<file path="config.mk">
export PLATFORM = sky130hd
export DESIGN_NAME = dotted_quad_address_parser
export DESIGN_NICKNAME = d
export VERILOG_FILES = /design/src/dqap_pkg.sv /design/src/dotted_quad_address_parser.sv
export SDC_FILE = /design/constraint.sdc
export NUM_CORES = 1
export LEC_CHECK = 0
export BUFFER_PORTS_ARGS = -buffer_cell sky130_fd_sc_hd__buf_2
export CAP_MARGIN = 20
export CELL_PAD_IN_SITES_DETAIL_PLACEMENT = 1
export CELL_PAD_IN_SITES_GLOBAL_PLACEMENT = 2
export CORE_MARGIN = 1.5
export CORE_UTILIZATION = 39
export CTS_CLUSTER_DIAMETER = 100
export DETAILED_ROUTE_END_ITERATION = 12
export PLACE_DENSITY = 0.8
export SYNTH_ARGS = -nofsm -noshare
export SYNTH_HDL_FRONTEND = slang
export SYNTH_SLANG_ARGS = --single-unit
</file>
<file path="constraint.sdc">
create_clock -name clk -period 3.3 [get_ports clk]
set_input_delay 0 -clock clk [delete_from_list [all_inputs] [get_ports clk]]
set_output_delay 0 -clock clk [all_outputs]
set_load 0.1 [all_outputs]
</file>
<file path="src/dqap_pkg.sv">
`timescale 1ns / 1ps
// ----------------------------------------------------------------------------
// Dotted quad address parser package
// Character codes, field widths and group limits shared by the parser.
// ----------------------------------------------------------------------------
package dqap_pkg;

	// Width of one decimal group value.
	localparam int unsigned PART_W = 10;

	// Character codes.
	localparam logic [7:0] DOT_CHAR   = 8'h2E;
	localparam logic [7:0] DIGIT_ZERO = 8'h30;
	localparam logic [7:0] DIGIT_NINE = 8'h39;

	// Most digits allowed in one group.
	localparam logic [1:0] MAX_DIGITS = 2'd3;

	// Group index of the fourth group, and the mark that it has been closed.
	localparam logic [2:0] FOURTH_GROUP = 3'd3;
	localparam logic [2:0] DONE_INDEX   = 3'd4;

	// Number of groups that are stored before the fourth one.
	localparam int unsigned SAVED_GROUPS = 3;

	typedef logic [PART_W-1:0] part_t;

endpackage

</file>
<file path="src/dotted_quad_address_parser.sv">
`timescale 1ns / 1ps
// ----------------------------------------------------------------------------
// Dotted quad address parser
// Parses a byte stream of the form a.b.c.d into four decimal group values.
// ----------------------------------------------------------------------------
// Usage:
//   Input channel: one character per beat on char_in, with end_of_string set
//   on the final beat of a string. Output channel: one beat per string,
//   carrying the four group values and parse_ok; on a malformed string all
//   values are zero and parse_ok is low.
//   Throughput is one character per cycle unless the input stage stalls.
//   Each accepted beat is held in an input stage register; the parse state
//   and, for the final character, the result register are then updated by a
//   compare and a multiply-by-ten accumulate. The result shows on the output
//   once the final character has passed the input stage and output registers.
//   When the receiver stalls, the result waits in the output register and
//   characters of the next string keep flowing; only a second final
//   character stops in the input stage until the output register frees.
//   Reset clears the parse state, the input stage and the output valid; the
//   block is ready for a new string right after reset.
// ----------------------------------------------------------------------------
module dotted_quad_address_parser (
	input  logic                       clk,
	input  logic                       arst_n,
	input  logic                       in_valid,
	output logic                       in_ready,
	input  logic [7:0]                 char_in,
	input  logic                       end_of_string,
	output logic                       out_valid,
	input  logic                       out_ready,
	output logic [dqap_pkg::PART_W-1:0] part_one,
	output logic [dqap_pkg::PART_W-1:0] part_two,
	output logic [dqap_pkg::PART_W-1:0] part_three,
	output logic [dqap_pkg::PART_W-1:0] part_four,
	output logic                       parse_ok
);

	// Input stage.
	logic       valid_s1;
	logic [7:0] char_s1;
	logic       eos_s1;

	// Parse state.
	logic [2:0]       group_q;
	logic [1:0]       digits_q;
	dqap_pkg::part_t  acc_q;
	dqap_pkg::part_t  saved_q [dqap_pkg::SAVED_GROUPS];
	logic             err_q;

	// Next parse state.
	logic [2:0]       group_n;
	logic [1:0]       digits_n;
	dqap_pkg::part_t  acc_n;
	dqap_pkg::part_t  saved_n [dqap_pkg::SAVED_GROUPS];
	logic             err_n;
	logic             ok_n;
	logic             is_digit;

	// Output register.
	logic             out_valid_q;
	dqap_pkg::part_t  part_one_q;
	dqap_pkg::part_t  part_two_q;
	dqap_pkg::part_t  part_three_q;
	dqap_pkg::part_t  part_four_q;
	logic             parse_ok_q;

	logic advance;
	logic result_load;

	// The input stage moves on unless it holds a final character and the
	// output register still holds an untaken result.
	assign advance     = valid_s1 && (!eos_s1 || !out_valid_q || out_ready);
	assign result_load = advance && eos_s1;
	assign in_ready    = !valid_s1 || advance;

	// Input stage register.
	always_ff @(posedge clk or negedge arst_n) begin
		if (!arst_n) begin
			valid_s1 <= 1'b0;
		end else if (in_ready) begin
			valid_s1 <= in_valid;
		end
	end

	always_ff @(posedge clk) begin
		if (in_ready && in_valid) begin
			char_s1 <= char_in;
			eos_s1  <= end_of_string;
		end
	end

	// Per-character parse step.
	always_comb begin
		is_digit = char_s1 inside {[dqap_pkg::DIGIT_ZERO:dqap_pkg::DIGIT_NINE]};
		group_n  = group_q;
		digits_n = digits_q;
		acc_n    = acc_q;
		saved_n  = saved_q;
		err_n    = err_q;
		if (!err_q && group_q != dqap_pkg::DONE_INDEX) begin
			if (is_digit) begin
				if (digits_q == dqap_pkg::MAX_DIGITS) begin
					err_n = 1'b1;
				end else begin
					acc_n = {acc_q[dqap_pkg::PART_W-4:0], 3'b000}
						+ {acc_q[dqap_pkg::PART_W-2:0], 1'b0}
						+ {{(dqap_pkg::PART_W-4){1'b0}}, char_s1[3:0]};
					digits_n = digits_q + 2'd1;
				end
			end else if (digits_q == 2'd0) begin
				err_n = 1'b1;
			end else if (group_q != dqap_pkg::FOURTH_GROUP) begin
				if (char_s1 != dqap_pkg::DOT_CHAR) begin
					err_n = 1'b1;
				end else begin
					saved_n[group_q[1:0]] = acc_q;
					group_n  = group_q + 3'd1;
					digits_n = 2'd0;
					acc_n    = '0;
				end
			end else begin
				// Fourth group closed by a non-digit; the rest is ignored.
				group_n = dqap_pkg::DONE_INDEX;
			end
		end
		ok_n = !err_n && (group_n == dqap_pkg::DONE_INDEX
			|| (group_n == dqap_pkg::FOURTH_GROUP && digits_n != 2'd0));
	end

	// Parse state registers; cleared after each final character.
	always_ff @(posedge clk or negedge arst_n) begin
		if (!arst_n) begin
			group_q  <= '0;
			digits_q <= '0;
			acc_q    <= '0;
			saved_q  <= '{default: '0};
			err_q    <= 1'b0;
		end else if (advance) begin
			if (eos_s1) begin
				group_q  <= '0;
				digits_q <= '0;
				acc_q    <= '0;
				saved_q  <= '{default: '0};
				err_q    <= 1'b0;
			end else begin
				group_q  <= group_n;
				digits_q <= digits_n;
				acc_q    <= acc_n;
				saved_q  <= saved_n;
				err_q    <= err_n;
			end
		end
	end

	// Output valid.
	always_ff @(posedge clk or negedge arst_n) begin
		if (!arst_n) begin
			out_valid_q <= 1'b0;
		end else if (result_load) begin
			out_valid_q <= 1'b1;
		end else if (out_ready) begin
			out_valid_q <= 1'b0;
		end
	end

	// Result payload; zeroed on a malformed string.
	always_ff @(posedge clk) begin
		if (result_load) begin
			part_one_q   <= ok_n ? saved_n[0] : '0;
			part_two_q   <= ok_n ? saved_n[1] : '0;
			part_three_q <= ok_n ? saved_n[2] : '0;
			part_four_q  <= ok_n ? acc_n : '0;
			parse_ok_q   <= ok_n;
		end
	end

	assign out_valid  = out_valid_q;
	assign part_one   = part_one_q;
	assign part_two   = part_two_q;
	assign part_three = part_three_q;
	assign part_four  = part_four_q;
	assign parse_ok   = parse_ok_q;

`ifndef NO_ASSERTIONS
	// A failed parse never shows group values.
	a_err_zero: assert property (@(posedge clk) disable iff (!arst_n)
		(out_valid && !parse_ok) |-> (part_one == '0 && part_two == '0
			&& part_three == '0 && part_four == '0))
		else $error("failed parse carries nonzero group values");

	// The group index never passes the closed mark.
	a_group_range: assert property (@(posedge clk) disable iff (!arst_n)
		group_q <= dqap_pkg::DONE_INDEX)
		else $error("group index out of range");

	// A closed fourth group always has at least one digit.
	a_done_digits: assert property (@(posedge clk) disable iff (!arst_n)
		(group_q == dqap_pkg::DONE_INDEX) |-> (digits_q != 2'd0))
		else $error("fourth group closed with no digit");

	// The parse state is clear right after a result is loaded.
	a_clear_after: assert property (@(posedge clk) disable iff (!arst_n)
		result_load |=> (group_q == '0 && digits_q == '0 && acc_q == '0 && !err_q))
		else $error("parse state not cleared after final character");

	// A final character waiting in the input stage stalls only on a held result.
	a_stall_cause: assert property (@(posedge clk) disable iff (!arst_n)
		(valid_s1 && !advance) |-> (eos_s1 && out_valid_q && !out_ready))
		else $error("input stage stalled without a held result");
`endif

endmodule
</file>
; ---- Yosys cells after proc, flatten, opt, wreduce, memory -nomap -nowiden
; Cells that the tools add are included.
[op_classes]
n_addsub = 4
n_mul = 0
div_mod_pow = 0
magnitude_cmp = 4
n_eq_ne = 6
shift = 0
n_mux = 38
bitwise = 1
reduce_logical = 20
[op_table]
columns = cell, count
row1 = two-way mux 30 bit, 6
row2 = two-way mux 10 bit, 8
row3 = bitwise mux 30 bit, 1
row4 = demux 10 bit (select 2 bit), 1
row5 = two-way mux 3 bit, 6
row6 = two-way mux 2 bit, 7
row7 = adder 10 bit, 1
row8 = adder 10 x 4 -> 10 bit, 1
row9 = two-way mux 1 bit, 9
row10 = >= comparator 8 x 6 -> 1 bit (second input constant), 1
row11 = <= comparator 8 x 6 -> 1 bit (second input constant), 1
row12 = logical AND 1 bit, 8
row13 = inequality test 8 x 6 -> 1 bit (second input constant), 1
row14 = logical NOT 1 bit, 5
row15 = logical OR 1 bit, 4
row16 = nonzero test 2 bit, 2
row17 = adder 3 x 1 -> 3 bit (second input constant), 1
row18 = == test 3 x 2 -> 1 bit (second input constant), 1
row19 = == test 3 bit (second input constant), 1
row20 = >= comparator 3 bit (second input constant), 1
row21 = < comparator 3 x 1 -> 1 bit (second input constant), 1
row22 = inequality test 3 x 2 -> 1 bit (second input constant), 1
row23 = inequality test 3 bit (second input constant), 1
row24 = inverter 2 -> 3 bit, 1
row25 = 3 further kinds, 3
[totals]
register_bits = 98
latchBits = 0
mem_bits_rw = 0
rom_bits = 0
inputBits = 13
wordCells = 89
mem_count = 0

; ---- Logic depth before layout (Yosys ltp)
; Gate-level depths: netlist (run 1).
[logic_depth]
depth_word = 12
mapped_depth = 9

; ---- Least setup slack after synthesis (run 1)
; Ideal clock, no wire load.
[synth_timing]
path_type = flip-flop to flip-flop
startpoint = register out_valid_q, in the netlist out_valid
endpoint = register char_s1[0] (enable)
setup_time_ps = 288
arrival_time_ps = 2724
required_time_ps = 3012
slack_ps = 288
stages_incl_launch_ff = 3
path_buffers = 0
period_less_slack_ps = 3012
path_cell_list = dfrtp_1 > nand4b_1 > and2_1
[synth_between]
elab_chain_cells = 6
[synth_rtl]
columns = element, line
row1 = from (decl), dotted_quad_address_parser.sv:60  ; logic out_valid_q;
row2 = from (signal assigned), dotted_quad_address_parser.sv:158  ; out_valid_q <= 1'b0;
row3 = from (signal assigned), dotted_quad_address_parser.sv:160  ; out_valid_q <= 1'b1;
row4 = from (signal assigned), dotted_quad_address_parser.sv:162  ; out_valid_q <= 1'b0;
row5 = logical NOT 1 bit, dotted_quad_address_parser.sv:72  ; assign advance = valid_s1 && (!eos_s1 || !out_valid_q || out_ready);
row6 = logical OR 1 bit (2 in a row), dotted_quad_address_parser.sv:72
row7 = logical AND 1 bit, dotted_quad_address_parser.sv:72
row8 = logical OR 1 bit, dotted_quad_address_parser.sv:74  ; assign in_ready = !valid_s1 || advance;
row9 = via in_ready, dotted_quad_address_parser.sv:26  ; output logic in_ready,
row10 = logical AND 1 bit, dotted_quad_address_parser.sv:86  ; if (in_ready && in_valid) begin
row11 = to (signal assigned), dotted_quad_address_parser.sv:87  ; char_s1 <= char_in;
row12 = to (decl), dotted_quad_address_parser.sv:40  ; logic [7:0] char_s1;
; The timed path passes the listed nets, and every way through them passes these cells.
; A chain may end at the register's enable or synchronous reset.

; ---- Worst setup path after layout (run 1)
[layout_timing]
startpoint = register char_s1[3]
endpoint = register part_four_q[9], in the netlist part_four[9] (data pin)
[layout_between]
elab_chain_cells = 10
[layout_rtl]
columns = element, line
row1 = inequality test 8 x 6 -> 1 bit, dotted_quad_address_parser.sv:113  ; if (char_s1 != dqap_pkg::DOT_CHAR) begin
row2 = two-way mux 3 bit / two-way mux 2 bit (equally long branches), dotted_quad_address_parser.sv:113
row3 = two-way mux 3 bit / two-way mux 2 bit (equally long branches), dotted_quad_address_parser.sv:112  ; end else if (group_q != dqap_pkg::FOURTH_GROUP) begin
row4 = two-way mux 3 bit / two-way mux 2 bit (equally long branches), dotted_quad_address_parser.sv:110  ; end else if (digits_q == 2'd0) begin
row5 = two-way mux 3 bit / two-way mux 2 bit (equally long branches), dotted_quad_address_parser.sv:101  ; if (is_digit) begin
row6 = two-way mux 3 bit / two-way mux 2 bit (equally long branches), dotted_quad_address_parser.sv:100  ; if (!err_q && group_q != dqap_pkg::DONE_INDEX) begin
row7 = == test 3 x 2 -> 1 bit / nonzero test 2 bit (equally long branches), dotted_quad_address_parser.sv:127  ; || (group_n == dqap_pkg::FOURTH_GROUP && digits_n != 2'd0));
row8 = logical AND 1 bit, dotted_quad_address_parser.sv:127
row9 = logical OR 1 bit, dotted_quad_address_parser.sv:127
row10 = logical AND 1 bit, dotted_quad_address_parser.sv:126  ; ok_n = !err_n && (group_n == dqap_pkg::DONE_INDEX
row11 = to (signal assigned), dotted_quad_address_parser.sv:172  ; part_four_q <= ok_n ? acc_n : '0;
row12 = to (decl), dotted_quad_address_parser.sv:64  ; dqap_pkg::part_t part_four_q;
; Several ways; a longest one is shown, not always the timed one.

==> results of run 1 <==
[synth_stat cells (3+ instances only)]
cell,number
sky130_fd_sc_hd__a22oi_1,8
sky130_fd_sc_hd__and3_1,3
sky130_fd_sc_hd__a2111oi_2,3
sky130_fd_sc_hd__o31ai_1,3
sky130_fd_sc_hd__xnor2_1,4
sky130_fd_sc_hd__edfxtp_1,50
sky130_fd_sc_hd__nand4b_1,3
sky130_fd_sc_hd__nor2_1,17
sky130_fd_sc_hd__nand3_1,4
sky130_fd_sc_hd__dfrtp_1,48
sky130_fd_sc_hd__nor2b_1,8
sky130_fd_sc_hd__a211oi_1,4
sky130_fd_sc_hd__mux2i_1,32
sky130_fd_sc_hd__nand4_1,6
sky130_fd_sc_hd__nand2_1,29
sky130_fd_sc_hd__buf_2,13
sky130_fd_sc_hd__inv_1,13
sky130_fd_sc_hd__nor4_1,37
sky130_fd_sc_hd__and2_1,3
sky130_fd_sc_hd__clkbuf_1,14
sky130_fd_sc_hd__a31oi_1,3
sky130_fd_sc_hd__a22o_1,28
sky130_fd_sc_hd__o21ai_0,26
sky130_fd_sc_hd__a21oi_1,8
sky130_fd_sc_hd__nand3b_1,3
sky130_fd_sc_hd__o211ai_1,3
sky130_fd_sc_hd__ha_1,19
sky130_fd_sc_hd__a21o_1,6
[registers in the layout, summed over array words and instances (netlist names)]
register,cells
group_q,3
acc_q,10
saved_q,30
eos_s1,1
parse_ok,1
part_one,10
err_q,1
out_valid,1
digits_q,2
part_two,10
part_three,10
valid_s1,1
char_s1,8
part_four,10
[through the flow]
stage / power (W) / cells / area [sq um] / hold WS, ns
after floorplan: 0.001821 / 439 / 5106 / -0.2956
after global placement: 0.001964 / 653 / 5613 / -0.1843
after detailed placement: 0.001981 / 653 / 5613 / -0.1809
after CTS: 0.003078 / 683 / 6056 / 0.3130
after global routing: 0.003167 / 683 / 6056 / 0.3595
final: 0.003049 / 683 / 6056 / 0.2834
[worst min-delay path by stage]
| stage | start | slack, ns | end |
|---|---|---|---|
| 3_3_place_gp | arst_n | -0.18 | saved_q[5] |
| 3_5_place_dp | arst_n | -0.18 | saved_q[7] |
| 4_1_cts | arst_n | 0.31 | saved_q[6] |
| 5_1_grt | arst_n | 0.36 | saved_q[6] |
| 6_report | arst_n | 0.28 | saved_q[4] |
| 2_1_floorplan | arst_n | -0.30 | acc_q[0] |
[critical path, stage by stage, from the launching register on]
cell and delay (ns):
sky130_fd_sc_hd__edfxtp_1 0.39, sky130_fd_sc_hd__inv_1 0.08, sky130_fd_sc_hd__fa_1 0.53, sky130_fd_sc_hd__inv_1 0.06, sky130_fd_sc_hd__ha_1 0.31, sky130_fd_sc_hd__a211oi_1 0.28
sky130_fd_sc_hd__o211ai_1 0.18, sky130_fd_sc_hd__and4b_1 0.20, sky130_fd_sc_hd__or3_1 0.36, sky130_fd_sc_hd__a2111oi_0 0.36
[cells by family (layout without fill, tap and decap cells)]
kind of cell | after synthesis | in the layout
compound gates | 112 | 112
xor+xnor | 5 | 5
fa+ha+maj | 21 | 21
buf+inv | 41 | 113
flops | 98 | 98
mux | 32 | 32
simple gates | 130 | 130
[cell type report]
type	count	area share, %
Clock buffer	9	3.719
Tap cell	172	3.554
Clock inverter	7	1.281
Inverter	13	0.8058
Timing Repair Buffer	84	8.926
Multi-Input combinational cell	300	37.09
Sequential cell	98	44.63
[metal layers]
metal | up-vias | routed length [um] | share of wire [%]
li1 | 1852 | - | -
met1 | 1976 | 6427 | 47
met2 | 67 | 6634 | 48
met3 | 21 | 381 | 2.8
met4 | 0 | 310 | 2.3
met5 | - | 0 | 0
[report_power, final]
| part | switching (W) | internal (W) |
|---|---|---|
| clock network | 0.000488 | 0.000596 |
| logic | 0.000426 | 0.000137 |
| registers | 0.0000618 | 0.00134 |
| total | 0.000976 | 0.00207 |
==> flow_summary.html, run 1 <==
<table>
<tr><th>Metric</th><th>Value</th></tr>
<tr><th colspan="2">Status</th></tr>
<tr><td>Outcome</td><td>completed</td></tr>
<tr><th colspan="2">Route</th></tr>
<tr><td>Detailed Route WL</td><td>about 14 mm</td></tr>
<tr><td>Number of nets with antenna violations after routing</td><td>0</td></tr>
<tr><td>Total DRC errors in the routed layout</td><td>0</td></tr>
<tr><td>Via count</td><td>approximately 4,000</td></tr>
<tr><td>Via-to-Cell Ratio</td><td>5.734</td></tr>
<tr><td>Avg WL per Cell</td><td>~20 um</td></tr>
<tr><td>Violation count after the first detailed-route iteration</td><td>182</td></tr>
<tr><td>First-pass DRT Iterations</td><td>4</td></tr>
<tr><th colspan="2">Clocking</th></tr>
<tr><td>Clock Root Buffer</td><td>sky130_fd_sc_hd__clkbuf_16</td></tr>
<tr><td>Post-CTS Hold Buffers</td><td>14</td></tr>
<tr><td>Number of resized instances in the post-cts repair step</td><td>0</td></tr>
<tr><td>H-Tree Depth</td><td>3</td></tr>
<tr><td>Clock-pin slew of the registers on the worst-case setup and hold paths</td><td>0.07 ns</td></tr>
<tr><td>Insertion delay to the later sink of the worst-skew pair</td><td>0.36 ns</td></tr>
<tr><td>Maximum count of clock buffers along a single path</td><td>2</td></tr>
<tr><td>CTS tree</td><td>done</td></tr>
<tr><td>Clock buffer count from CTS</td><td>9</td></tr>
<tr><td>Clock tree sinks</td><td>around 100</td></tr>
<tr><td>Post-CTS Setup Repair Bufs</td><td>0</td></tr>
<tr><th colspan="2">Setup path</th></tr>
<tr><td>Arrival time at the worst endpoint</td><td>about 3.1 ns</td></tr>
<tr><td>Maximum fanout count along the critical path</td><td>4</td></tr>
<tr><td>Required time worst endpoint</td><td>~3.4 ns</td></tr>
<tr><td>Startpoint type of the worst setup path</td><td>flip-flop</td></tr>
<tr><td>Worst r2r src</td><td>char_s1[3]</td></tr>
<tr><td>Endpoint kind of the worst setup timing path</td><td>flip-flop</td></tr>
<tr><td>Destination of the critical timing path</td><td>part_four[9]</td></tr>
<tr><td>Setup slack of the worst register-to-register path</td><td>0.32 ns</td></tr>
<tr><td>Register-to-Register Path Depth</td><td>9</td></tr>
<tr><td>Critical path start-end classification</td><td>reg2reg</td></tr>
<tr><td>Start point of the critical path</td><td>char_s1[3]</td></tr>
<tr><td>Terminus of the critical flop-to-flop path</td><td>part_four[9]</td></tr>
<tr><th colspan="2">Power and ir drop</th></tr>
<tr><td>Maximum VDD drop</td><td>about 0.26 mV</td></tr>
<tr><td>Leakage power summed over all cells</td><td>2.619 nW</td></tr>
<tr><td>Cell Pwr Density</td><td>503.5 nW/um^2</td></tr>
<tr><th colspan="2">Yosys</th></tr>
<tr><td>Portion of netlist area occupied by mux cells</td><td>under 10%</td></tr>
<tr><td>Post-Synthesis Net Count</td><td>473</td></tr>
<tr><td>Synthesized-area fraction occupied by adder cells</td><td>around 5.4%</td></tr>
<tr><td>Number of storage elements in the synthesis netlist</td><td>98</td></tr>
<tr><td>Dominant combinational cell family by area after synthesis</td><td>compound AO/OA/AOI/OAI gates</td></tr>
<tr><td>Xor and xnor fraction of the mapped netlist area</td><td>less than 1%</td></tr>
<tr><td>Number of flops mapped to enable cells by yosys</td><td>50</td></tr>
<tr><td>Post-synthesis average cell area</td><td>between 10 and 15 sq um</td></tr>
<tr><td>Proportion of synthesized chip area in sequential cells</td><td>around 53%</td></tr>
<tr><td>Total number of yosys warnings</td><td>0</td></tr>
<tr><td>Async set-or-reset flop fraction in the synthesized netlist</td><td>between 40% and 50%</td></tr>
<tr><td>Synth area leaders</td><td>sky130_fd_sc_hd__edfxtp_1, sky130_fd_sc_hd__dfrtp_1, sky130_fd_sc_hd__mux2i_1</td></tr>
<tr><td>Compound-gate portion of the synthesized area</td><td>approximately 16%</td></tr>
<tr><td>Most area-hungry cell type in the Yosys netlist</td><td>sky130_fd_sc_hd__edfxtp_1</td></tr>
<tr><td>Post-synth design cell area</td><td>5106 sq um</td></tr>
<tr><td>Top flip-flop cell by instance count after synthesis</td><td>sky130_fd_sc_hd__edfxtp_1</td></tr>
<tr><td>Post-synthesis share of cell area spent on and, or, nand and nor gates</td><td>between 10 and 15%</td></tr>
<tr><td>Post-synth top area share</td><td>29.40%</td></tr>
<tr><td>Number of instances in the synthesized netlist</td><td>around 440</td></tr>
<tr><td>Distinct cells, synth</td><td>60</td></tr>
<tr><th colspan="2">Timing</th></tr>
<tr><td>TNS Setup</td><td>0 ns</td></tr>
<tr><td>Final setup slack of the worst path</td><td>0.3233 ns</td></tr>
<tr><td>Largest clock skew in the final design</td><td>between 0.008 and 0.009 ns</td></tr>
<tr><td>Minimum clock period after layout</td><td>between 2 and 3 ns</td></tr>
<tr><td>Final period util</td><td>between 90% and 100%</td></tr>
<tr><td>Final count of pins violating max slew</td><td>0</td></tr>
<tr><td>Final Hold Vio Count</td><td>0</td></tr>
<tr><td>Worst Max-Slew Pin Slew</td><td>about 0.76 ns</td></tr>
<tr><td>Setup repair after global routing missed its margin</td><td>false</td></tr>
<tr><td>Count of final setup violators</td><td>0</td></tr>
<tr><td>Fmax</td><td>between 300 and 400 MHz</td></tr>
<tr><td>Remaining max-slew budget at the tightest pin</td><td>about half</td></tr>
<tr><th colspan="2">Global route</th></tr>
<tr><td>Largest net degree at the start of global routing</td><td>45</td></tr>
<tr><td>Aggregate global-route resource usage</td><td>around a fifth</td></tr>
<tr><td>M3 GR Usage</td><td>3.745%</td></tr>
<tr><td>First-pass GRT wire length</td><td>22.67 mm</td></tr>
<tr><td>Global route total overflow</td><td>0</td></tr>
<tr><td>Global-route track usage on met1</td><td>between 20% and 30%</td></tr>
<tr><td>Grt met2 use</td><td>35.59%</td></tr>
<tr><td>GR peak layer</td><td>met2</td></tr>
<tr><td>Number of global-route vias before repair</td><td>4,151</td></tr>
<tr><td>Antenna violations before repair</td><td>0</td></tr>
<tr><th colspan="2">Flow run</th></tr>
<tr><td>Maximum Capacitance Violations</td><td>0</td></tr>
<tr><th colspan="2">Die</th></tr>
<tr><td>IO Pins</td><td>56</td></tr>
<tr><td>Die extent in x</td><td>117.4 um</td></tr>
<tr><td>Area of the die</td><td>roughly 14,000 sq um</td></tr>
<tr><td>Starting utilization of the core area</td><td>roughly 40%</td></tr>
<tr><td>Die Height</td><td>approximately 120 um</td></tr>
<tr><td>Number of core rows</td><td>41</td></tr>
<tr><td>Core Box Area</td><td>around 13,000 sq um</td></tr>
<tr><th colspan="2">Finish</th></tr>
<tr><td>Most common library cell in the layout ignoring fill and taps</td><td>sky130_fd_sc_hd__buf_2</td></tr>
<tr><td>Fraction of layout cells with a size suffix above 1</td><td>about a fifth</td></tr>
<tr><td>Sequential cell area in the final layout</td><td>roughly 2700 sq um</td></tr>
<tr><td>Filler Cell Count</td><td>around 1,400</td></tr>
<tr><td>Top library cells by usage in the layout, fill and taps aside</td><td>sky130_fd_sc_hd__buf_2, sky130_fd_sc_hd__edfxtp_1, sky130_fd_sc_hd__dfrtp_1</td></tr>
<tr><td>Area added between synthesis and finish</td><td>18.60%</td></tr>
<tr><td>Nets</td><td>540</td></tr>
<tr><td>Layout Utilization</td><td>between 40% and 50%</td></tr>
<tr><td>Diodes inserted</td><td>0</td></tr>
<tr><td>Footprint of the multi-input gates</td><td>about 2200 sq um</td></tr>
<tr><th colspan="2">Hold path</th></tr>
<tr><td>Type of the tightest min-delay check</td><td>in2async</td></tr>
<tr><th colspan="2">Placed design</th></tr>
<tr><td>Routability congestion estimate from global placement</td><td>0.8584</td></tr>
<tr><td>Number of port buffers</td><td>55</td></tr>
<tr><td>Post-detailed-placement half-perimeter wirelength</td><td>~9.7 mm</td></tr>
<tr><td>Place WS</td><td>approximately 0.35 ns</td></tr>
</table>
Note: power is estimated with default switching activity, not from simulation.
==> run 2, diff against run 1 <==
--- a/config.mk
+++ b/config.mk
@@ -13,7 +13,8 @@
 export CORE_UTILIZATION = 39
 export CTS_CLUSTER_DIAMETER = 100
 export DETAILED_ROUTE_END_ITERATION = 12
-export PLACE_DENSITY = 0.8
+export PLACE_DENSITY_LB_ADDON = 0.08
+export SLEW_MARGIN = 20
 export SYNTH_ARGS = -nofsm -noshare
 export SYNTH_HDL_FRONTEND = slang
 export SYNTH_SLANG_ARGS = --single-unit
==> run 2 against run 1 <==
Against the previous run:
- non-clock buffer count rose by 6
- cell count up 0.88%
- clock power barely moved
- via count up 0.13%
- setup slack better by 0.028 ns
- flip-flop and latch count unchanged
- largest cell class unchanged
==> flow_summary.html, run 2 (synthesis results as in run 1) <==
<table>
<tr><th>Metric</th><th>Value</th></tr>
<tr><th colspan="2">Die</th></tr>
<tr><td>Core Box Area</td><td>between 10,000 and 15,000 sq um</td></tr>
<tr><td>Area of the die</td><td>13,790 sq um</td></tr>
<tr><td>Number of core rows</td><td>about 40</td></tr>
<tr><td>Die Height</td><td>117.4 um</td></tr>
<tr><td>IO Pins</td><td>56</td></tr>
<tr><td>Starting utilization of the core area</td><td>roughly two fifths</td></tr>
<tr><td>Die extent in x</td><td>117.4 um</td></tr>
<tr><th colspan="2">Setup path</th></tr>
<tr><td>Cell type with the highest occurrence count on the critical path</td><td>sky130_fd_sc_hd__inv_1</td></tr>
<tr><td>Arrival time at the worst endpoint</td><td>between 3 and 4 ns</td></tr>
<tr><td>Buffers &amp; Inverters on Critical Path</td><td>2</td></tr>
<tr><td>Cell-by-cell trace of the critical path</td><td>inv_1 &gt; fa_1 &gt; inv_1 &gt; ha_1 &gt; a211oi_2 &gt; o211ai_1 &gt; and4b_1 &gt; or3_1 &gt; a2111oi_1</td></tr>
<tr><td>Cell family with most CP delay</td><td>adder cells</td></tr>
<tr><td>Register-to-Register Path Depth</td><td>9</td></tr>
<tr><td>Endpoint kind of the worst setup timing path</td><td>flip-flop</td></tr>
<tr><td>Startpoint type of the worst setup path</td><td>flip-flop</td></tr>
<tr><td>Start point of the critical path</td><td>char_s1[3]</td></tr>
<tr><td>Terminus of the critical flop-to-flop path</td><td>part_four[9]</td></tr>
<tr><td>Maximum fanout count along the critical path</td><td>4</td></tr>
<tr><td>Setup slack of the worst register-to-register path</td><td>between 0.3 and 0.4 ns</td></tr>
<tr><td>Worst r2r src</td><td>char_s1[3]</td></tr>
<tr><td>Cell at the slowest stage of the critical path</td><td>sky130_fd_sc_hd__fa_1</td></tr>
<tr><td>Slowest Stage Delay on Critical Path</td><td>between 0.5 and 0.6 ns</td></tr>
<tr><td>Required time worst endpoint</td><td>roughly 3.4 ns</td></tr>
<tr><td>Critical path start-end classification</td><td>reg2reg</td></tr>
<tr><th colspan="2">Timing</th></tr>
<tr><td>Count of final setup violators</td><td>0</td></tr>
<tr><td>TNS Setup</td><td>0 ns</td></tr>
<tr><td>Final count of pins violating max slew</td><td>0</td></tr>
<tr><td>Final period util</td><td>89.34%</td></tr>
<tr><td>Minimum clock period after layout</td><td>around 2.9 ns</td></tr>
<tr><td>Remaining max-slew budget at the tightest pin</td><td>between 40 and 50%</td></tr>
<tr><td>Worst Max-Slew Pin Slew</td><td>0.8093 ns</td></tr>
<tr><td>Final Hold Vio Count</td><td>0</td></tr>
<tr><td>Fmax</td><td>around 340 MHz</td></tr>
<tr><td>Setup repair after global routing missed its margin</td><td>false</td></tr>
<tr><td>Largest clock skew in the final design</td><td>~0.007 ns</td></tr>
<tr><th colspan="2">Route</th></tr>
<tr><td>Avg WL per Cell</td><td>~21 um</td></tr>
<tr><td>Via count</td><td>between 3,000 and 4,000</td></tr>
<tr><td>First-pass DRT Iterations</td><td>4</td></tr>
<tr><td>Detailed Route WL</td><td>~14 mm</td></tr>
<tr><td>Total DRC errors in the routed layout</td><td>0</td></tr>
<tr><td>Number of nets with antenna violations after routing</td><td>0</td></tr>
<tr><td>Violation count after the first detailed-route iteration</td><td>roughly 190</td></tr>
<tr><td>Via-to-Cell Ratio</td><td>about 5.7</td></tr>
<tr><th colspan="2">Power and ir drop</th></tr>
<tr><td>Maximum VDD drop</td><td>approximately 0.22 mV</td></tr>
<tr><td>Part of the total power dissipated in the clock network</td><td>35.5%</td></tr>
<tr><td>Switching share of power</td><td>approximately 32%</td></tr>
<tr><td>Leakage power summed over all cells</td><td>approximately 2.7 nW</td></tr>
<tr><td>Design internal power</td><td>just over 0.002 W</td></tr>
<tr><td>Total Power</td><td>just over 0.003 W</td></tr>
<tr><td>Power share of the sequential group</td><td>between 40% and 50%</td></tr>
<tr><td>Combinational share of power</td><td>between 10% and 20%</td></tr>
<tr><td>Cell Pwr Density</td><td>502.5 nW/um^2</td></tr>
<tr><td>Net switching component of the power</td><td>0.0009913 W</td></tr>
<tr><th colspan="2">Status</th></tr>
<tr><td>Outcome</td><td>completed</td></tr>
<tr><th colspan="2">Placed design</th></tr>
<tr><td>Post-detailed-placement half-perimeter wirelength</td><td>around 10 mm</td></tr>
<tr><td>Routability congestion estimate from global placement</td><td>roughly 0.86</td></tr>
<tr><td>Number of port buffers</td><td>55</td></tr>
<tr><td>Placed cell count</td><td>between 600 and 700</td></tr>
<tr><th colspan="2">Clocking</th></tr>
<tr><td>CTS tree</td><td>done</td></tr>
<tr><td>H-Tree Depth</td><td>3</td></tr>
<tr><td>Insertion delay to the later sink of the worst-skew pair</td><td>0.35 ns</td></tr>
<tr><td>Clock Root Buffer</td><td>sky130_fd_sc_hd__clkbuf_16</td></tr>
<tr><td>Maximum count of clock buffers along a single path</td><td>2</td></tr>
<tr><td>Clock buffer count from CTS</td><td>9</td></tr>
<tr><td>Clock-pin slew of the registers on the worst-case setup and hold paths</td><td>approximately 0.070 ns</td></tr>
<tr><td>Clock tree sinks</td><td>98</td></tr>
<tr><th colspan="2">Global route</th></tr>
<tr><td>First-pass GRT wire length</td><td>between 20 and 25 mm</td></tr>
<tr><td>Antenna violations before repair</td><td>0</td></tr>
<tr><td>Global route total overflow</td><td>0</td></tr>
<tr><td>Largest net degree at the start of global routing</td><td>42</td></tr>
<tr><td>Aggregate global-route resource usage</td><td>between 20% and 30%</td></tr>
<tr><td>Number of global-route vias before repair</td><td>3,974</td></tr>
<tr><th colspan="2">Finish</th></tr>
<tr><td>Final non-filler cell total</td><td>about 690</td></tr>
<tr><td>Area added between synthesis and finish</td><td>19.63%</td></tr>
<tr><td>Flip-flop count of the largest register after layout</td><td>30</td></tr>
<tr><td>Largest reg by FF count</td><td>saved_q</td></tr>
<tr><td>Diodes inserted</td><td>0</td></tr>
<tr><td>Top library cells by usage in the layout, fill and taps aside</td><td>sky130_fd_sc_hd__buf_2, sky130_fd_sc_hd__edfxtp_1, sky130_fd_sc_hd__dfrtp_1</td></tr>
<tr><td>Most common library cell in the layout ignoring fill and taps</td><td>sky130_fd_sc_hd__buf_2</td></tr>
<tr><td>Nets</td><td>approximately 550</td></tr>
<tr><td>Fraction of layout cells with a size suffix above 1</td><td>between 20% and 30%</td></tr>
<tr><th colspan="2">Flow run</th></tr>
<tr><td>Maximum Capacitance Violations</td><td>0</td></tr>
<tr><th colspan="2">Hold path</th></tr>
<tr><td>Type of the tightest min-delay check</td><td>in2async</td></tr>
</table>
-- run 2: timing repair --
action / in CTS / in global routing
hold buffers: 12 / 0
buffers inserted: 0 / 0
endpoints found under the setup margin: 0 / 1
gates resized for setup: 0 / 2
hold endpoints to repair: 26 / 0
-- run 2: worst max-delay path by stage --
stage                         endpoint  slack [ns]  depth (start not counted)
after floorplan             char_s1[0]        0.29                          2
after global placement    part_four[9]        0.39                          9
after detailed placement  part_four[9]        0.28                          9
after CTS                 part_four[9]        0.17                          9
after global routing      part_four[9]        0.12                          9
final                     part_four[9]        0.35                          9
-- run 2: per-stage QoR --
stage          setup WS (ns)  util, %  hold WS [ns]  cell area [sq um]
2_1_floorplan         0.2882        -       -0.2956               5106
5_1_grt               0.1218    48.01        0.1410               6108
3_3_place_gp          0.3892    44.65      -0.05346               5680
3_5_place_dp          0.2799    44.65      -0.05201               5680
6_report              0.3516    48.01       0.09715               6108
4_1_cts               0.1703    47.96        0.1078               6102
-- run 2: layout make-up --
| cell class | instances | area (sq um) |
|---|---|---|
| clock buffer | 9 | 225.2 |
| clock inverter | 7 | 76.32 |
| fill | 1389 | 6614 |
| inverter | 13 | 48.80 |
| multi-input combinational | 300 | 2260 |
| sequential | 98 | 2703 |
| tap | 172 | 215.2 |
| timing repair buffer | 90 | 580.6 |
-- run 2: worst register-to-register path, delay by kind of cell (launching register included) --
kind                     cells  cell delay (ns)
flip-flops                   1             0.38
buffers and inverters        2             0.15
adder cells (fa/ha/maj)      2             0.86
AO/OA/AOI/OAI                3             0.79
AND/OR/NAND/NOR              2             0.55
-- run 2: power by group through the flow --
| stage | clock [W] | sequential, W | combinational, W |
|---|---|---|---|
| after global placement | 0 | 0.00142 | 0.000557 |
| final | 0.00109 | 0.00140 | 0.000580 |
| after detailed placement | 0 | 0.00142 | 0.000569 |
| after CTS | 0.00110 | 0.00140 | 0.000582 |
| after global routing | 0.00114 | 0.00141 | 0.000622 |
| after floorplan | 0 | 0.00156 | 0.000262 |
-- run 2: metal layers --
metal / wire [um] / vias to the layer above / GRT usage, % / share of wire, %
li1: - / 1858 / - / -
met5: 0 / - / 0 / 0
met4: 257 / 0 / 8.179 / 1.8
met2: 6917 / 80 / 34.93 / 49
met3: 373 / 19 / 2.626 / 2.6
met1: 6600 / 1964 / 28.61 / 47
==> run 3, diff against run 2 <==
==> constraint.sdc (replaced) <==
create_clock -name clk -period 3.27 [get_ports clk]
set_input_delay 0 -clock clk [delete_from_list [all_inputs] [get_ports clk]]
set_output_delay 0 -clock clk [all_outputs]
set_load 0.1 [all_outputs]
==> run 3 against run 2 <==
Against the previous run:
- sequential power barely moved
- critical path depth did not move
- via count is 1.2% higher
- critical path type unchanged
- cell count shrank 0.15%
==> flow_summary.html, run 3 (synthesis results as in run 1) <==
<table>
<tr><th>Metric</th><th>Value</th></tr>
<tr><th colspan="2">Setup path</th></tr>
<tr><td>Arrival time at the worst endpoint</td><td>3.19 ns</td></tr>
<tr><td>Critical path start-end classification</td><td>reg2reg</td></tr>
<tr><td>Required time worst endpoint</td><td>3.40 ns</td></tr>
<tr><td>Startpoint type of the worst setup path</td><td>flip-flop</td></tr>
<tr><td>Maximum fanout count along the critical path</td><td>4</td></tr>
<tr><td>Endpoint kind of the worst setup timing path</td><td>flip-flop</td></tr>
<tr><td>Setup slack of the worst register-to-register path</td><td>roughly 0.20 ns</td></tr>
<tr><th colspan="2">Timing</th></tr>
<tr><td>TNS Setup</td><td>0 ns</td></tr>
<tr><td>Final count of pins violating max slew</td><td>0</td></tr>
<tr><td>Worst Max-Slew Pin Slew</td><td>around 0.89 ns</td></tr>
<tr><td>Remaining max-slew budget at the tightest pin</td><td>slightly above 40%</td></tr>
<tr><td>Minimum clock period after layout</td><td>around 3 ns</td></tr>
<tr><td>Largest clock skew in the final design</td><td>approximately 0.0076 ns</td></tr>
<tr><td>Count of final setup violators</td><td>0</td></tr>
<tr><td>Setup repair after global routing missed its margin</td><td>false</td></tr>
<tr><td>Final Hold Vio Count</td><td>0</td></tr>
<tr><td>Final period util</td><td>93.83%</td></tr>
<tr><td>Final setup slack of the worst path</td><td>approximately 0.20 ns</td></tr>
<tr><td>Fmax</td><td>about 330 MHz</td></tr>
<tr><th colspan="2">Clocking</th></tr>
<tr><td>Maximum count of clock buffers along a single path</td><td>2</td></tr>
<tr><td>Number of resized instances in the post-cts repair step</td><td>0</td></tr>
<tr><td>CTS tree</td><td>done</td></tr>
<tr><td>Clock buffer count from CTS</td><td>9</td></tr>
<tr><td>Clock Root Buffer</td><td>sky130_fd_sc_hd__clkbuf_16</td></tr>
<tr><td>Clock tree sinks</td><td>98</td></tr>
<tr><td>Post-CTS Setup Repair Bufs</td><td>0</td></tr>
<tr><td>Insertion delay to the later sink of the worst-skew pair</td><td>0.35 ns</td></tr>
<tr><td>Post-CTS Hold Buffers</td><td>12</td></tr>
<tr><td>Clock-pin slew of the registers on the worst-case setup and hold paths</td><td>0.07 ns</td></tr>
<tr><td>H-Tree Depth</td><td>3</td></tr>
<tr><th colspan="2">Die</th></tr>
<tr><td>Core Box Area</td><td>roughly 13,000 sq um</td></tr>
<tr><td>Starting utilization of the core area</td><td>40.14%</td></tr>
<tr><td>Die Height</td><td>~120 um</td></tr>
<tr><td>Die extent in x</td><td>117.4 um</td></tr>
<tr><td>Number of core rows</td><td>just over 40</td></tr>
<tr><td>Area of the die</td><td>13,790 sq um</td></tr>
<tr><td>IO Pins</td><td>56</td></tr>
<tr><th colspan="2">Global route</th></tr>
<tr><td>Antenna violations before repair</td><td>0</td></tr>
<tr><td>Global route total overflow</td><td>0</td></tr>
<tr><td>Largest net degree at the start of global routing</td><td>between 40 and 50</td></tr>
<tr><td>Number of global-route vias before repair</td><td>roughly 4,100</td></tr>
<tr><td>Aggregate global-route resource usage</td><td>a little over a fifth</td></tr>
<tr><td>First-pass GRT wire length</td><td>23.04 mm</td></tr>
<tr><th colspan="2">Finish</th></tr>
<tr><td>Layout Utilization</td><td>between 40% and 50%</td></tr>
<tr><td>Final non-filler cell total</td><td>688</td></tr>
<tr><td>Fraction of layout cells with a size suffix above 1</td><td>19.96%</td></tr>
<tr><td>Top library cells by usage in the layout, fill and taps aside</td><td>sky130_fd_sc_hd__buf_2, sky130_fd_sc_hd__edfxtp_1, sky130_fd_sc_hd__dfrtp_1</td></tr>
<tr><td>Diodes inserted</td><td>0</td></tr>
<tr><td>Largest reg by FF count</td><td>saved_q</td></tr>
<tr><td>Area added between synthesis and finish</td><td>19.46%</td></tr>
<tr><td>Flip-flop count of the largest register after layout</td><td>30</td></tr>
<tr><td>Nets</td><td>between 500 and 600</td></tr>
<tr><td>Most common library cell in the layout ignoring fill and taps</td><td>sky130_fd_sc_hd__buf_2</td></tr>
<tr><th colspan="2">Route</th></tr>
<tr><td>Number of nets with antenna violations after routing</td><td>0</td></tr>
<tr><td>Via-to-Cell Ratio</td><td>slightly below 6</td></tr>
<tr><td>Total DRC errors in the routed layout</td><td>0</td></tr>
<tr><td>Via count</td><td>just under 4,000</td></tr>
<tr><td>Avg WL per Cell</td><td>20.64 um</td></tr>
<tr><td>First-pass DRT Iterations</td><td>4</td></tr>
<tr><td>Violation count after the first detailed-route iteration</td><td>roughly 230</td></tr>
<tr><td>Detailed Route WL</td><td>about 14 mm</td></tr>
<tr><th colspan="2">Status</th></tr>
<tr><td>Outcome</td><td>completed</td></tr>
<tr><th colspan="2">Placed design</th></tr>
<tr><td>Placed cell count</td><td>660</td></tr>
<tr><td>Number of port buffers</td><td>55</td></tr>
<tr><td>Post-detailed-placement half-perimeter wirelength</td><td>about 10 mm</td></tr>
<tr><td>Routability congestion estimate from global placement</td><td>between 0.8 and 0.9</td></tr>
<tr><td>Place WS</td><td>around 0.29 ns</td></tr>
<tr><th colspan="2">Power and ir drop</th></tr>
<tr><td>Maximum VDD drop</td><td>0.3207 mV</td></tr>
<tr><td>Leakage power summed over all cells</td><td>between 2 and 3 nW</td></tr>
<tr><td>Cell Pwr Density</td><td>about 500 nW/um^2</td></tr>
<tr><th colspan="2">Flow run</th></tr>
<tr><td>Maximum Capacitance Violations</td><td>0</td></tr>
<tr><th colspan="2">Hold path</th></tr>
<tr><td>Type of the tightest min-delay check</td><td>in2async</td></tr>
</table>
[run 3: power breakdown]
part / switching, W / internal (W) / leakage, nW
registers: 0.0000601 / 0.00135 / 1.15
logic: 0.000436 / 0.000140 / 1.36
clock network: 0.000484 / 0.000597 / 0.145
[run 3: area by class of cell]
| type | instances | area, sq um |
|---|---|---|
| clock buffer | 10 | 229.0 |
| clock inverter | 6 | 65.06 |
| fill | 1376 | 6623 |
| inverter | 13 | 48.80 |
| multi-input combinational | 300 | 2253 |
| sequential | 98 | 2703 |
| tap | 172 | 215.2 |
| timing repair buffer | 89 | 585.6 |
[run 3: worst paths after layout]
path | startpoint | end | cells past startpoint
min in group clk | char_in[4] | char_s1[4] | 2
worst max-delay path | char_s1[3] | part_four[9] | 9
max in group asynchronous | arst_n | acc_q[3] | 3
worst min-delay path | arst_n | saved_q[17] | 2
worst min register to register | saved_q[18] | saved_q[18] | 1
worst max register to register | char_s1[3] | part_four[9] | 9
[run 3: routing by layer]
layer	vias up	GRT usage (%)	routed length, um
met5	-	0	0
met4	0	8.565	265
met3	15	3.356	593
met2	98	35.48	6889
met1	1995	28.67	6449
li1	1860	-	-
[run 3: metrics by stage]
step           total power [W]  hold slack, ns  instance area, sq um
2_1_floorplan         0.001838         -0.2956                  5106
3_3_place_gp          0.001992          0.1667                  5685
3_5_place_dp          0.002004          0.1785                  5685
4_1_cts               0.003091          0.3355                  6100
5_1_grt               0.003186          0.3510                  6100
6_report              0.003070          0.3026                  6100
[run 3: critical path, cell delays in order, from the launching register on]
cell and delay, ns:
sky130_fd_sc_hd__edfxtp_1 0.39, sky130_fd_sc_hd__inv_1 0.09, sky130_fd_sc_hd__fa_1 0.54, sky130_fd_sc_hd__inv_1 0.07, sky130_fd_sc_hd__ha_1 0.31, sky130_fd_sc_hd__a211oi_1 0.31, sky130_fd_sc_hd__o211ai_1 0.17, sky130_fd_sc_hd__and4b_1 0.19
sky130_fd_sc_hd__or3_1 0.36, sky130_fd_sc_hd__a2111oi_0 0.40
